### src/rtl/pid_pkg.sv
// ----------------------------------------------------------------------------
// pid_pkg: shared types, constants and helpers of the personal ID validator
// Widths, cause codes, pipeline stage records, the double-dabble step, the
// month length table, the leap-year rule and the modulo-11 reduction.
// ----------------------------------------------------------------------------
package pid_pkg;

    localparam int ID_W           = 44;
    localparam int DIG_N          = 14;              // one digit above the 13 used
    localparam int DIG_W          = 4 * DIG_N;
    localparam int BITS_PER_STAGE = 4;
    localparam int DD_STAGES      = ID_W / BITS_PER_STAGE;
    localparam int SUM_W          = 9;               // weighted sum stays below 512
    localparam int CAUSE_W        = 3;
    localparam int DAY_W          = 7;
    localparam int YEAR_W         = 12;
    localparam int SERIAL_W       = 10;
    localparam int MOD_M          = 11;

    localparam logic [CAUSE_W-1:0] CAUSE_OK       = 3'd0;
    localparam logic [CAUSE_W-1:0] CAUSE_RANGE    = 3'd1;
    localparam logic [CAUSE_W-1:0] CAUSE_DATE     = 3'd2;
    localparam logic [CAUSE_W-1:0] CAUSE_CHECK_TEN = 3'd3;
    localparam logic [CAUSE_W-1:0] CAUSE_MISMATCH = 3'd4;

    localparam logic [SERIAL_W-1:0] FEMALE_FROM = 10'd500;
    localparam logic [DAY_W-1:0]    MONTH_FEB   = 7'd2;
    localparam logic [DAY_W-1:0]    MONTH_LAST  = 7'd12;

    typedef struct packed {
        logic [DIG_W-1:0] bcd;
        logic [ID_W-1:0]  bin;
    } t_dd;

    typedef struct packed {
        logic [DAY_W-1:0]    day;
        logic [DAY_W-1:0]    month;
        logic [YEAR_W-1:0]   year;
        logic [DAY_W-1:0]    region;
        logic [SERIAL_W-1:0] serial;
        logic [SUM_W-1:0]    sum;
        logic [3:0]          check;
        logic                over;
        logic                leap;
    } t_dec;

    typedef struct packed {
        logic                is_valid;
        logic [CAUSE_W-1:0]  fail_cause;
        logic [DAY_W-1:0]    birth_day;
        logic [DAY_W-1:0]    birth_month;
        logic [YEAR_W-1:0]   birth_year;
        logic [DAY_W-1:0]    region_code;
        logic [SERIAL_W-1:0] serial_code;
        logic                is_female;
    } t_res;

    // Several shift-and-add-3 iterations: adjust every BCD column, then shift in one bit
    function automatic t_dd dd_step(input t_dd a);
        t_dd r;
        r = a;
        for (int it = 0; it < BITS_PER_STAGE; it++) begin
            for (int c = 0; c < DIG_N; c++) begin
                if (r.bcd[c*4 +: 4] >= 4'd5) begin
                    r.bcd[c*4 +: 4] = r.bcd[c*4 +: 4] + 4'd3;
                end
            end
            r = t_dd'({r.bcd, r.bin} << 1);
        end
        return r;
    endfunction

    function automatic logic [4:0] month_days(input logic [3:0] m);
        logic [4:0] d;
        case (m)
            4'd1:    d = 5'd31;
            4'd2:    d = 5'd28;
            4'd3:    d = 5'd31;
            4'd4:    d = 5'd30;
            4'd5:    d = 5'd31;
            4'd6:    d = 5'd30;
            4'd7:    d = 5'd31;
            4'd8:    d = 5'd31;
            4'd9:    d = 5'd30;
            4'd10:   d = 5'd31;
            4'd11:   d = 5'd30;
            4'd12:   d = 5'd31;
            default: d = 5'd0;
        endcase
        return d;
    endfunction

    // Leap rule from digits: yy = last two year digits, hund = hundreds digit of the year.
    // Centuries 20, 12 and 16 are divisible by four, hence by 400 as years.
    function automatic logic leap_from_digits(input logic [3:0] hund, input logic [6:0] yy);
        logic cent_ok;
        cent_ok = (hund == 4'd0) || (hund == 4'd2) || (hund == 4'd6);
        return (yy != 7'd0) ? (yy[1:0] == 2'b00) : cent_ok;
    endfunction

    // Remainder by eleven through a short compare-and-subtract ladder
    function automatic logic [3:0] mod11(input logic [SUM_W-1:0] s);
        logic [SUM_W-1:0] r;
        r = s;
        for (int k = 5; k >= 0; k--) begin
            if (r >= SUM_W'(MOD_M << k)) begin
                r = r - SUM_W'(MOD_M << k);
            end
        end
        return r[3:0];
    endfunction

endpackage

### src/rtl/pid_if.sv
// ----------------------------------------------------------------------------
// pid_if: transfer channels of the personal ID validator
// Input channel carries the identity number, output channel the check result.
// ----------------------------------------------------------------------------
interface pid_in_if;
    logic        valid;
    logic        ready;
    logic [43:0] id_number;

    modport source (output valid, output id_number, input ready);
    modport sink   (input valid, input id_number, output ready);
endinterface

interface pid_out_if;
    logic        valid;
    logic        ready;
    logic        is_valid;
    logic [2:0]  fail_cause;
    logic [6:0]  birth_day;
    logic [6:0]  birth_month;
    logic [11:0] birth_year;
    logic [6:0]  region_code;
    logic [9:0]  serial_code;
    logic        is_female;

    modport source (output valid, output is_valid, output fail_cause, output birth_day,
                    output birth_month, output birth_year, output region_code,
                    output serial_code, output is_female, input ready);
    modport sink   (input valid, input is_valid, input fail_cause, input birth_day,
                    input birth_month, input birth_year, input region_code,
                    input serial_code, input is_female, output ready);
endinterface

### src/rtl/personal_id_validator_top.sv
// ----------------------------------------------------------------------------
// personal_id_validator_top: identity number check with date and mod-11 digit
// Splits a 44-bit number into decimal digits, decodes the personal fields,
// checks the calendar date and the weighted check digit.
// ----------------------------------------------------------------------------
// Usage:
//   i_id  : input channel, one identity number per transfer (valid/ready).
//   o_res : output channel, one result per accepted number, in order.
//   Pipeline: each input transfer is first captured in an input register.
//     The binary to decimal conversion that follows is an 11-stage
//     shift-and-add-3 pipeline (four bits per stage), followed by a decode
//     stage and the result register.
//   Throughput: one number per cycle while o_res.ready is high.
//   Stall: all stages advance together; while a result waits on o_res with
//     ready low, the whole pipeline holds and i_id.ready is low. Empty slots
//     hold with the rest, so a bubble in front of a stalled result stays put.
//   Reset: synchronous, active low; clears every stage valid, so no result
//     is offered after reset. There is no configuration and no stored state
//     beyond the pipeline.
// ----------------------------------------------------------------------------
module personal_id_validator_top (
    input  logic       i_clk,
    input  logic       i_rst_n,
    pid_in_if.sink     i_id,
    pid_out_if.source  o_res
);
    import pid_pkg::*;

    logic                 w_en;
    logic [DD_STAGES:0]   r_vld;
    t_dd                  r_dd [DD_STAGES+1];
    t_dd                  n_dd [DD_STAGES+1];
    logic                 r_dec_vld;
    t_dec                 r_dec;
    t_dec                 n_dec;
    logic                 r_out_vld;
    t_res                 r_out;
    t_res                 n_out;

    // advance everything when the result register is free or being emptied
    assign w_en       = !r_out_vld || o_res.ready;
    assign i_id.ready = w_en;

    always_comb begin
        n_dd[0].bcd = '0;
        n_dd[0].bin = i_id.id_number;
        for (int j = 1; j <= DD_STAGES; j++) begin
            n_dd[j] = dd_step(r_dd[j-1]);
        end
    end

    // decode stage
    always_comb begin
        logic [3:0] d [13];
        logic [4:0] p [6];
        for (int i = 0; i < 13; i++) begin
            d[i] = r_dd[DD_STAGES].bcd[(12-i)*4 +: 4];
        end
        for (int i = 0; i < 6; i++) begin
            p[i] = {1'b0, d[i]} + {1'b0, d[i+6]};
        end
        n_dec.day    = DAY_W'(d[0]) * 7'd10 + DAY_W'(d[1]);
        n_dec.month  = DAY_W'(d[2]) * 7'd10 + DAY_W'(d[3]);
        n_dec.region = DAY_W'(d[7]) * 7'd10 + DAY_W'(d[8]);
        n_dec.serial = SERIAL_W'(d[9]) * 10'd100 + SERIAL_W'(d[10]) * 10'd10
                     + SERIAL_W'(d[11]);
        if (d[4] == 4'd0) begin
            n_dec.year = 12'd2000 + YEAR_W'(d[5]) * 12'd10 + YEAR_W'(d[6]);
        end else begin
            n_dec.year = 12'd1000 + YEAR_W'(d[4]) * 12'd100 + YEAR_W'(d[5]) * 12'd10
                       + YEAR_W'(d[6]);
        end
        n_dec.leap  = leap_from_digits(d[4], DAY_W'(d[5]) * 7'd10 + DAY_W'(d[6]));
        n_dec.sum   = SUM_W'(p[0]) * 9'd7 + SUM_W'(p[1]) * 9'd6 + SUM_W'(p[2]) * 9'd5
                    + SUM_W'(p[3]) * 9'd4 + SUM_W'(p[4]) * 9'd3 + SUM_W'(p[5]) * 9'd2;
        n_dec.check = d[12];
        n_dec.over  = (r_dd[DD_STAGES].bcd[DIG_W-1 -: 4] != 4'd0);
    end

    // check stage
    always_comb begin
        logic [3:0] rem;
        logic [3:0] k;
        logic [4:0] lim;
        logic       date_ok;
        rem = mod11(r_dec.sum);
        k   = (rem == 4'd0) ? 4'd0 : 4'(MOD_M) - rem;
        lim = month_days(r_dec.month[3:0]);
        if (r_dec.month == MONTH_FEB && r_dec.leap) begin
            lim = 5'd29;
        end
        date_ok = (r_dec.month >= 7'd1) && (r_dec.month <= MONTH_LAST)
               && (r_dec.day >= 7'd1) && (r_dec.day <= DAY_W'(lim));
        if (r_dec.over) begin
            n_out.fail_cause = CAUSE_RANGE;
        end else if (!date_ok) begin
            n_out.fail_cause = CAUSE_DATE;
        end else if (rem == 4'd1) begin
            n_out.fail_cause = CAUSE_CHECK_TEN;
        end else if (r_dec.check != k) begin
            n_out.fail_cause = CAUSE_MISMATCH;
        end else begin
            n_out.fail_cause = CAUSE_OK;
        end
        n_out.is_valid    = (n_out.fail_cause == CAUSE_OK);
        n_out.birth_day   = r_dec.day;
        n_out.birth_month = r_dec.month;
        n_out.birth_year  = r_dec.year;
        n_out.region_code = r_dec.region;
        n_out.serial_code = r_dec.serial;
        n_out.is_female   = (r_dec.serial >= FEMALE_FROM);
    end

    always_ff @(posedge i_clk) begin
        if (!i_rst_n) begin
            r_vld     <= '0;
            r_dec_vld <= 1'b0;
            r_out_vld <= 1'b0;
        end else if (w_en) begin
            r_vld     <= {r_vld[DD_STAGES-1:0], i_id.valid};
            r_dec_vld <= r_vld[DD_STAGES];
            r_out_vld <= r_dec_vld;
        end
    end

    always_ff @(posedge i_clk) begin
        if (w_en) begin
            for (int j = 0; j <= DD_STAGES; j++) begin
                r_dd[j] <= n_dd[j];
            end
            r_dec <= n_dec;
            r_out <= n_out;
        end
    end

    assign o_res.valid       = r_out_vld;
    assign o_res.is_valid    = r_out.is_valid;
    assign o_res.fail_cause  = r_out.fail_cause;
    assign o_res.birth_day   = r_out.birth_day;
    assign o_res.birth_month = r_out.birth_month;
    assign o_res.birth_year  = r_out.birth_year;
    assign o_res.region_code = r_out.region_code;
    assign o_res.serial_code = r_out.serial_code;
    assign o_res.is_female   = r_out.is_female;

    a_valid_cause: assert property (@(posedge i_clk) disable iff (!i_rst_n)
        o_res.valid |-> (o_res.is_valid == (o_res.fail_cause == CAUSE_OK)))
        else $error("is_valid disagrees with fail_cause");

    a_ok_date: assert property (@(posedge i_clk) disable iff (!i_rst_n)
        (o_res.valid && o_res.is_valid) |->
            (o_res.birth_month >= 7'd1 && o_res.birth_month <= MONTH_LAST
             && o_res.birth_day >= 7'd1 && o_res.birth_day <= 7'd31))
        else $error("accepted number carries an impossible date");

    a_stall_holds_input: assert property (@(posedge i_clk) disable iff (!i_rst_n)
        (o_res.valid && !o_res.ready) |-> !i_id.ready)
        else $error("input taken while the result is stalled");

    a_reset_empty: assert property (@(posedge i_clk) disable iff (!i_rst_n)
        $past(!i_rst_n) |-> !o_res.valid)
        else $error("result offered straight after reset");

endmodule
### src/flat_wrapper.sv
// flat-port wrapper written by rule: the top's interface ports become plain ports
module personal_id_validator_top_flat import pid_pkg::*;
  (i_clk, i_rst_n, i_id_valid, i_id_id_number, i_id_ready, o_res_valid, o_res_is_valid, o_res_fail_cause, o_res_birth_day, o_res_birth_month, o_res_birth_year, o_res_region_code, o_res_serial_code, o_res_is_female, o_res_ready);
  pid_in_if i_id_i ();
  pid_out_if o_res_i ();
  input  logic i_clk;
  input  logic i_rst_n;
  input wire logic [$bits(i_id_i.valid)-1:0] i_id_valid;
  input wire logic [$bits(i_id_i.id_number)-1:0] i_id_id_number;
  output wire logic [$bits(i_id_i.ready)-1:0] i_id_ready;
  output wire logic [$bits(o_res_i.valid)-1:0] o_res_valid;
  output wire logic [$bits(o_res_i.is_valid)-1:0] o_res_is_valid;
  output wire logic [$bits(o_res_i.fail_cause)-1:0] o_res_fail_cause;
  output wire logic [$bits(o_res_i.birth_day)-1:0] o_res_birth_day;
  output wire logic [$bits(o_res_i.birth_month)-1:0] o_res_birth_month;
  output wire logic [$bits(o_res_i.birth_year)-1:0] o_res_birth_year;
  output wire logic [$bits(o_res_i.region_code)-1:0] o_res_region_code;
  output wire logic [$bits(o_res_i.serial_code)-1:0] o_res_serial_code;
  output wire logic [$bits(o_res_i.is_female)-1:0] o_res_is_female;
  input wire logic [$bits(o_res_i.ready)-1:0] o_res_ready;
  assign i_id_i.valid = i_id_valid;
  assign i_id_i.id_number = i_id_id_number;
  assign i_id_ready = i_id_i.ready;
  assign o_res_valid = o_res_i.valid;
  assign o_res_is_valid = o_res_i.is_valid;
  assign o_res_fail_cause = o_res_i.fail_cause;
  assign o_res_birth_day = o_res_i.birth_day;
  assign o_res_birth_month = o_res_i.birth_month;
  assign o_res_birth_year = o_res_i.birth_year;
  assign o_res_region_code = o_res_i.region_code;
  assign o_res_serial_code = o_res_i.serial_code;
  assign o_res_is_female = o_res_i.is_female;
  assign o_res_i.ready = o_res_ready;
  personal_id_validator_top u_core (.i_clk(i_clk), .i_rst_n(i_rst_n), .i_id(i_id_i), .o_res(o_res_i));
endmodule
### config.mk
export PLATFORM = sky130hd
export DESIGN_NAME = personal_id_validator_top_flat
export DESIGN_NICKNAME = d
export VERILOG_FILES = /design/src/rtl/pid_pkg.sv /design/src/rtl/pid_if.sv /design/src/rtl/personal_id_validator_top.sv /design/src/flat_wrapper.sv
export SDC_FILE = /design/constraint.sdc
export NUM_CORES = 2
export LEC_CHECK = 0
export BUFFER_PORTS_ARGS = -buffer_cell sky130_fd_sc_hd__buf_2
export CORE_ASPECT_RATIO = 0.8
export CORE_MARGIN = 10
export CORE_UTILIZATION = 65
export DETAILED_ROUTE_END_ITERATION = 8
export PLACE_DENSITY = 0.82
export SLEW_MARGIN = 20
export SYNTH_ARGS = -nofsm -noshare
export SYNTH_HDL_FRONTEND = slang
export SYNTH_SLANG_ARGS = --single-unit
### constraint.sdc
create_clock -name i_clk -period 24.2 [get_ports i_clk]
set_clock_uncertainty 0.1 [all_clocks]
set_input_delay 1.21 -clock i_clk [delete_from_list [all_inputs] [get_ports i_clk]]
set_output_delay 1.21 -clock i_clk [all_outputs]
set_load 0.02 [all_outputs]
== Word-level counts from Yosys, hierarchy flattened ==
Memories as Yosys holds them, arrays and structs flattened. A register that Yosys moved wholly into a read port is not among the register bits.
Index checks and enable logic that the tools add are counted.

* Word-level logic and storage cells: 1958
* Flip-flop bits (word level): 120
* Bits in writable memories: 1200
* Memories kept: 2
* Input port bits: 48
* Memory bits (read-only): 80

{| class="wikitable"
|+ Memory list
! memory !! words !! bits a word !! rd ports !! clocked after memory_dff !! wr ports !! line !! RTL
|-
| u_core.r_dd || 12 || 100 || 12 || 0 || 12 || personal_id_validator_top.sv:31 || <nowiki>t_dd r_dd [DD_STAGES+1];</nowiki>
|-
| (name not given) || 16 || 5 || 1 || 1 || 0 || pid_pkg.sv:75 || <nowiki>case (m)</nowiki>
|}

* $lt $le $gt $ge: 627
* Add/subtract/negate cells: 645
* Eq/ne operators: 5
* $mul: 12
* Reduce and logical (&&, ||, !) cells: 14
* Mux-type cells: 633

{| class="wikitable"
|+ Operators with widths
! kind !! count
|-
| $ge 4x3->1 const B || 616
|-
| $mux 4 || 575
|-
| $add 4x2->4 const B || 572
|-
| $mux 3 || 48
|-
| $add 3x2->3 const B || 44
|-
| $mux 9 || 5
|-
| $add 4x4->5 || 6
|-
| $add 7x4->7 || 4
|-
| $add 12x4->12 || 2
|-
| $mul 4x3->6 const B || 4
|-
| $add 9x7->9 || 2
|-
| $mul 5x3->8 const B || 2
|-
| $ge 7x1->1 const B || 2
|-
| $mul 4x3->7 const B || 2
|-
| $mul 5x2->7 const B || 2
|-
| $add 10x11->12 const A || 1
|-
| $add 11x8->12 const A || 1
|-
| $add 12x8->12 || 1
|-
| $mux 12 || 1
|-
| $add 10x4->10 || 1
|-
| $add 10x8->10 || 1
|-
| $ge 10x9->1 const B || 1
|-
| $add 8x8->9 || 1
|-
| $add 9x6->9 || 1
|-
| other kinds (33) || 41
|}

== Depth between registers and ports, before layout ==
* Depth after elaboration: 20
* Depth in mapped cells: 37

== Worst setup path before layout ==
No wires, ideal clock.

* Path type: input to register
* Start: in o_res_ready
* End: reg u_core.r_dec, in the netlist u_core.n_out[10] (enable)
* Slack: 1741 ps
* Stages: 4
* Required time: 22738 ps
* Arrival: 20997 ps
* Library setup time: 1362 ps
* Path through: nor2b_1 > clkbuf_1 > inv_2 > buf_1

* Word-level cells in the longest chain between the ends: 1

{| class="wikitable"
|+ RTL lines
! item !! line !! RTL
|-
| from (decl) || flat_wrapper.sv:20 || <nowiki>input wire logic [$bits(o_res_i.ready)-1:0] o_res_ready;</nowiki>
|-
| $logic_or 1x1->1 || personal_id_validator_top.sv:41 || <nowiki>assign w_en = !r_out_vld || o_res.ready;</nowiki>
|-
| net i_id_ready || flat_wrapper.sv:10 || <nowiki>output wire logic [$bits(i_id_i.ready)-1:0] i_id_ready;</nowiki>
|-
| to (signal assigned) || personal_id_validator_top.sv:131 || <nowiki>r_dec <= n_dec;</nowiki>
|-
| to (decl) || personal_id_validator_top.sv:34 || <nowiki>t_dec r_dec;</nowiki>
|}

The timed path passes the listed nets, and every way through them passes these cells.
A chain may end at the register's enable or synchronous reset.

==> impl_results.md <==
- Final Wtd Congestion: 0.828
- Vias in the first global route: 38800
- Antenna violations before repair: 1
- DP HPWL: 73600 µm
- GRT Total Usage: 19.8%
- Critical path fanouts, max: 12
- Mean Syn Cell Area: 10.1 µm²
- Max cap viols: 0
- Fin crit share: 39.5%
- Die Wd: 350 µm
- Synth Net Count: 6472
- # diodes: 0
- Async S/R FF share, synth: 0%
- Nets@finish: 6644
- Initial DRC count: 1750
- Postcts setup bufs: 0
- Hold Path Depth: 0
- Number of synthesized flops with an enable pin: 713
- 1st-pass router iterations: 6
- Clock-pin slew on the worst setup and hold paths: about 0.060 ns
- Final Hold Viols: 0
- Seq/Total Area, Yosys: a little under two fifths
- Vias: just under 40000
- Slowest stage delay, CP: 0.56 ns
- Register bit total from synthesis: 730
- Pins Over Slew Limit: 0
- Final Setup Violations: 0
- Layout area overhead: 8.03%
- TritonCTS buffer count: 77
- Core area: ~86000 µm²
- Initial Util: 65.8%
- Die Ht: 284 µm
- CTS max path bufs: 3
- H-tree levels: 3
- Worst Tran Pin Value: 1.08 ns
- Synth Cell Area: 56700 µm²
- DRC viols: 0
- Unique masters post-synth: 83
- Setup TNS: 0 ns
- Crit path buf inv count: 3
- Crit path kind: reg2reg
- Layout cells sized above 1: 7.14%
- Post-Syn Instances: 5606
- Top FF cell, synth: edfxtp_1
- Clk sink count: 730
- Crit path top cell by count: ha_1
- Worst slew margin: between 20% and 30%
- Reg2reg path depth: 36
- Root buffer cell: clkbuf_16
- Worst setup EP type: flop
- First-pass GRT wire length: 172000 µm
- Site Rows: 96
- Post-DR vias/cell: 5.60
- Reg-to-Reg Start: u_core.r_dec[11]
- Gr ovfl total: 0
- Fmax: 105 MHz
- # IOs: 98
- Largest net degree at the start of global routing: 191
- Worst Setup Start Kind: flop
- WP data arrival: 9.84 ns
- Final ANT Viol Nets: 0
- Minimum clock period: 9.55 ns
- Required time worst endpoint: between 20 and 25 ns
- Hold path start: u_core.r_dd[1][129]
- Leading cell type in the layout, fill and taps excluded: ha_1
- Hold Buf Count CTS: 0
- Die area: 99500 µm²
- FF-to-FF setup slack: 14.65 ns
- Fill count: 6041
- Drt wl/cell: between 10 and 15 µm
- Commonest non-fill, non-tap cells in the layout: ha_1 (757), edfxtp_1 (713), inv_1 (639)
- Hold EP: u_core.r_dd[1][233]
- Slowest cell on crit path: edfxtp_1
- Hold Crit Class: reg2reg
- Routed WL: about 99000 µm
- Status: complete, no violations
- RSZ-0062 raised after global routing: no
- Cts repair resizes: 0
- Ys Warns: 0
- I/O Buffers: 97
- Reg-to-Reg End: u_core.o_res.fail_cause[2]
- CP Depth: 36
- Clock tree from TritonCTS: yes
- Clock Latency Late Sink: 0.65 ns
- Crit-path leading delay family: compound AO/OA/AOI/OAI gates
metrics by stage:
stage / hold WS (ns) / setup slack [ns] / utilization (%) / cell area, µm² / instances
floorplan: 0.300 / 1.74 / - / 56700 / 5606
global placement: 0.300 / 14.87 / 68.1 / 58600 / 6826
detailed placement: 0.305 / 14.77 / 68.1 / 58600 / 6826
CTS: 0.304 / 14.74 / 71.1 / 61200 / 6967
global route: 0.305 / 13.87 / 71.1 / 61200 / 6967
finish: 0.299 / 14.65 / 71.1 / 61200 / 6967
Yosys cell counts, types with 11 or more instances:
library cell | n | area [µm²]
a211o_1 | 26 | 228
xnor2_1 | 339 | 2970
nor2b_1 | 194 | 1210
xor2_1 | 33 | 289
nor3b_1 | 131 | 983
a21oi_1 | 483 | 2420
a211oi_1 | 14 | 105
fa_1 | 61 | 1220
nor2_1 | 405 | 1520
and3_1 | 29 | 181
nor3_1 | 50 | 250
o22ai_1 | 11 | 68.8
nand2_1 | 308 | 1160
mux2i_1 | 242 | 2420
edfxtp_1 | 713 | 21400
inv_1 | 639 | 2400
nand2b_1 | 102 | 638
a21o_1 | 61 | 458
o21bai_1 | 12 | 90.1
a21boi_0 | 43 | 323
o21ai_0 | 444 | 2220
nand3_1 | 41 | 205
a31oi_1 | 12 | 75.1
dfxtp_1 | 17 | 340
mux2_2 | 171 | 1930
nand3b_1 | 74 | 556
o21a_1 | 80 | 601
ha_1 | 757 | 9470
logic make-up (layout without fill, tap and decap cells):
family                   count (synthesis)  in the layout  share of synthesized area, %
multiplexers                           416            416                          7.76
flip-flops                             730            730                          38.4
XOR/XNOR                               372            372                          5.75
AND/OR/NAND/NOR                       1373           1373                          12.3
adder cells (fa/ha/maj)                818            818                          18.9
AO/OA/AOI/OAI                         1245           1245                          12.6
buffers and inverters                  652            886                          4.33
routing by layer:
layer  GRT usage, %  routed length, µm
met5              0                 20
met4           5.11               2080
met3           2.79               3180
met2           36.0              49300
met1           24.3              44800
flip-flops by register name, summed over array words and instances, names as in the netlist, 3 cells and up, named ones only:
signal,cells
u_core.n_out,43
u_core.o_res.birth_day,7
u_core.o_res.birth_month,7
u_core.o_res.birth_year,12
u_core.o_res.fail_cause,3
u_core.o_res.region_code,7
u_core.o_res.serial_code,10
u_core.r_dd,607
u_core.r_dec,15
u_core.r_vld,12
layout make-up:
cell class	instances	area (µm²)	share of cell area (%)
Multi-Input combinational cell	4224	32500	53.0
Sequential cell	730	21800	35.5
Inverter	640	2410	3.94
Clock buffer	89	1970	3.22
Tap cell	1127	1410	2.30
Clock inverter	52	658	1.07
Timing Repair Buffer	105	558	0.911
worst max-delay path by stage:
| stage | startpoint | end |
|---|---|---|
| final | u_core.r_dec[11] | u_core.o_res.fail_cause[2] |
| after global routing | u_core.r_dec[11] | u_core.o_res.fail_cause[2] |
| after CTS | u_core.r_dec[11] | u_core.o_res.fail_cause[2] |
| after detailed placement | u_core.r_dec[11] | u_core.o_res.fail_cause[2] |
| after global placement | u_core.r_dec[11] | u_core.o_res.fail_cause[2] |
| after floorplan | o_res_ready | u_core.n_out[10] |
Power is left out: the tool's default activity adds up to more than one toggle a clock period on the data nets, which glitch-free logic cannot reach.
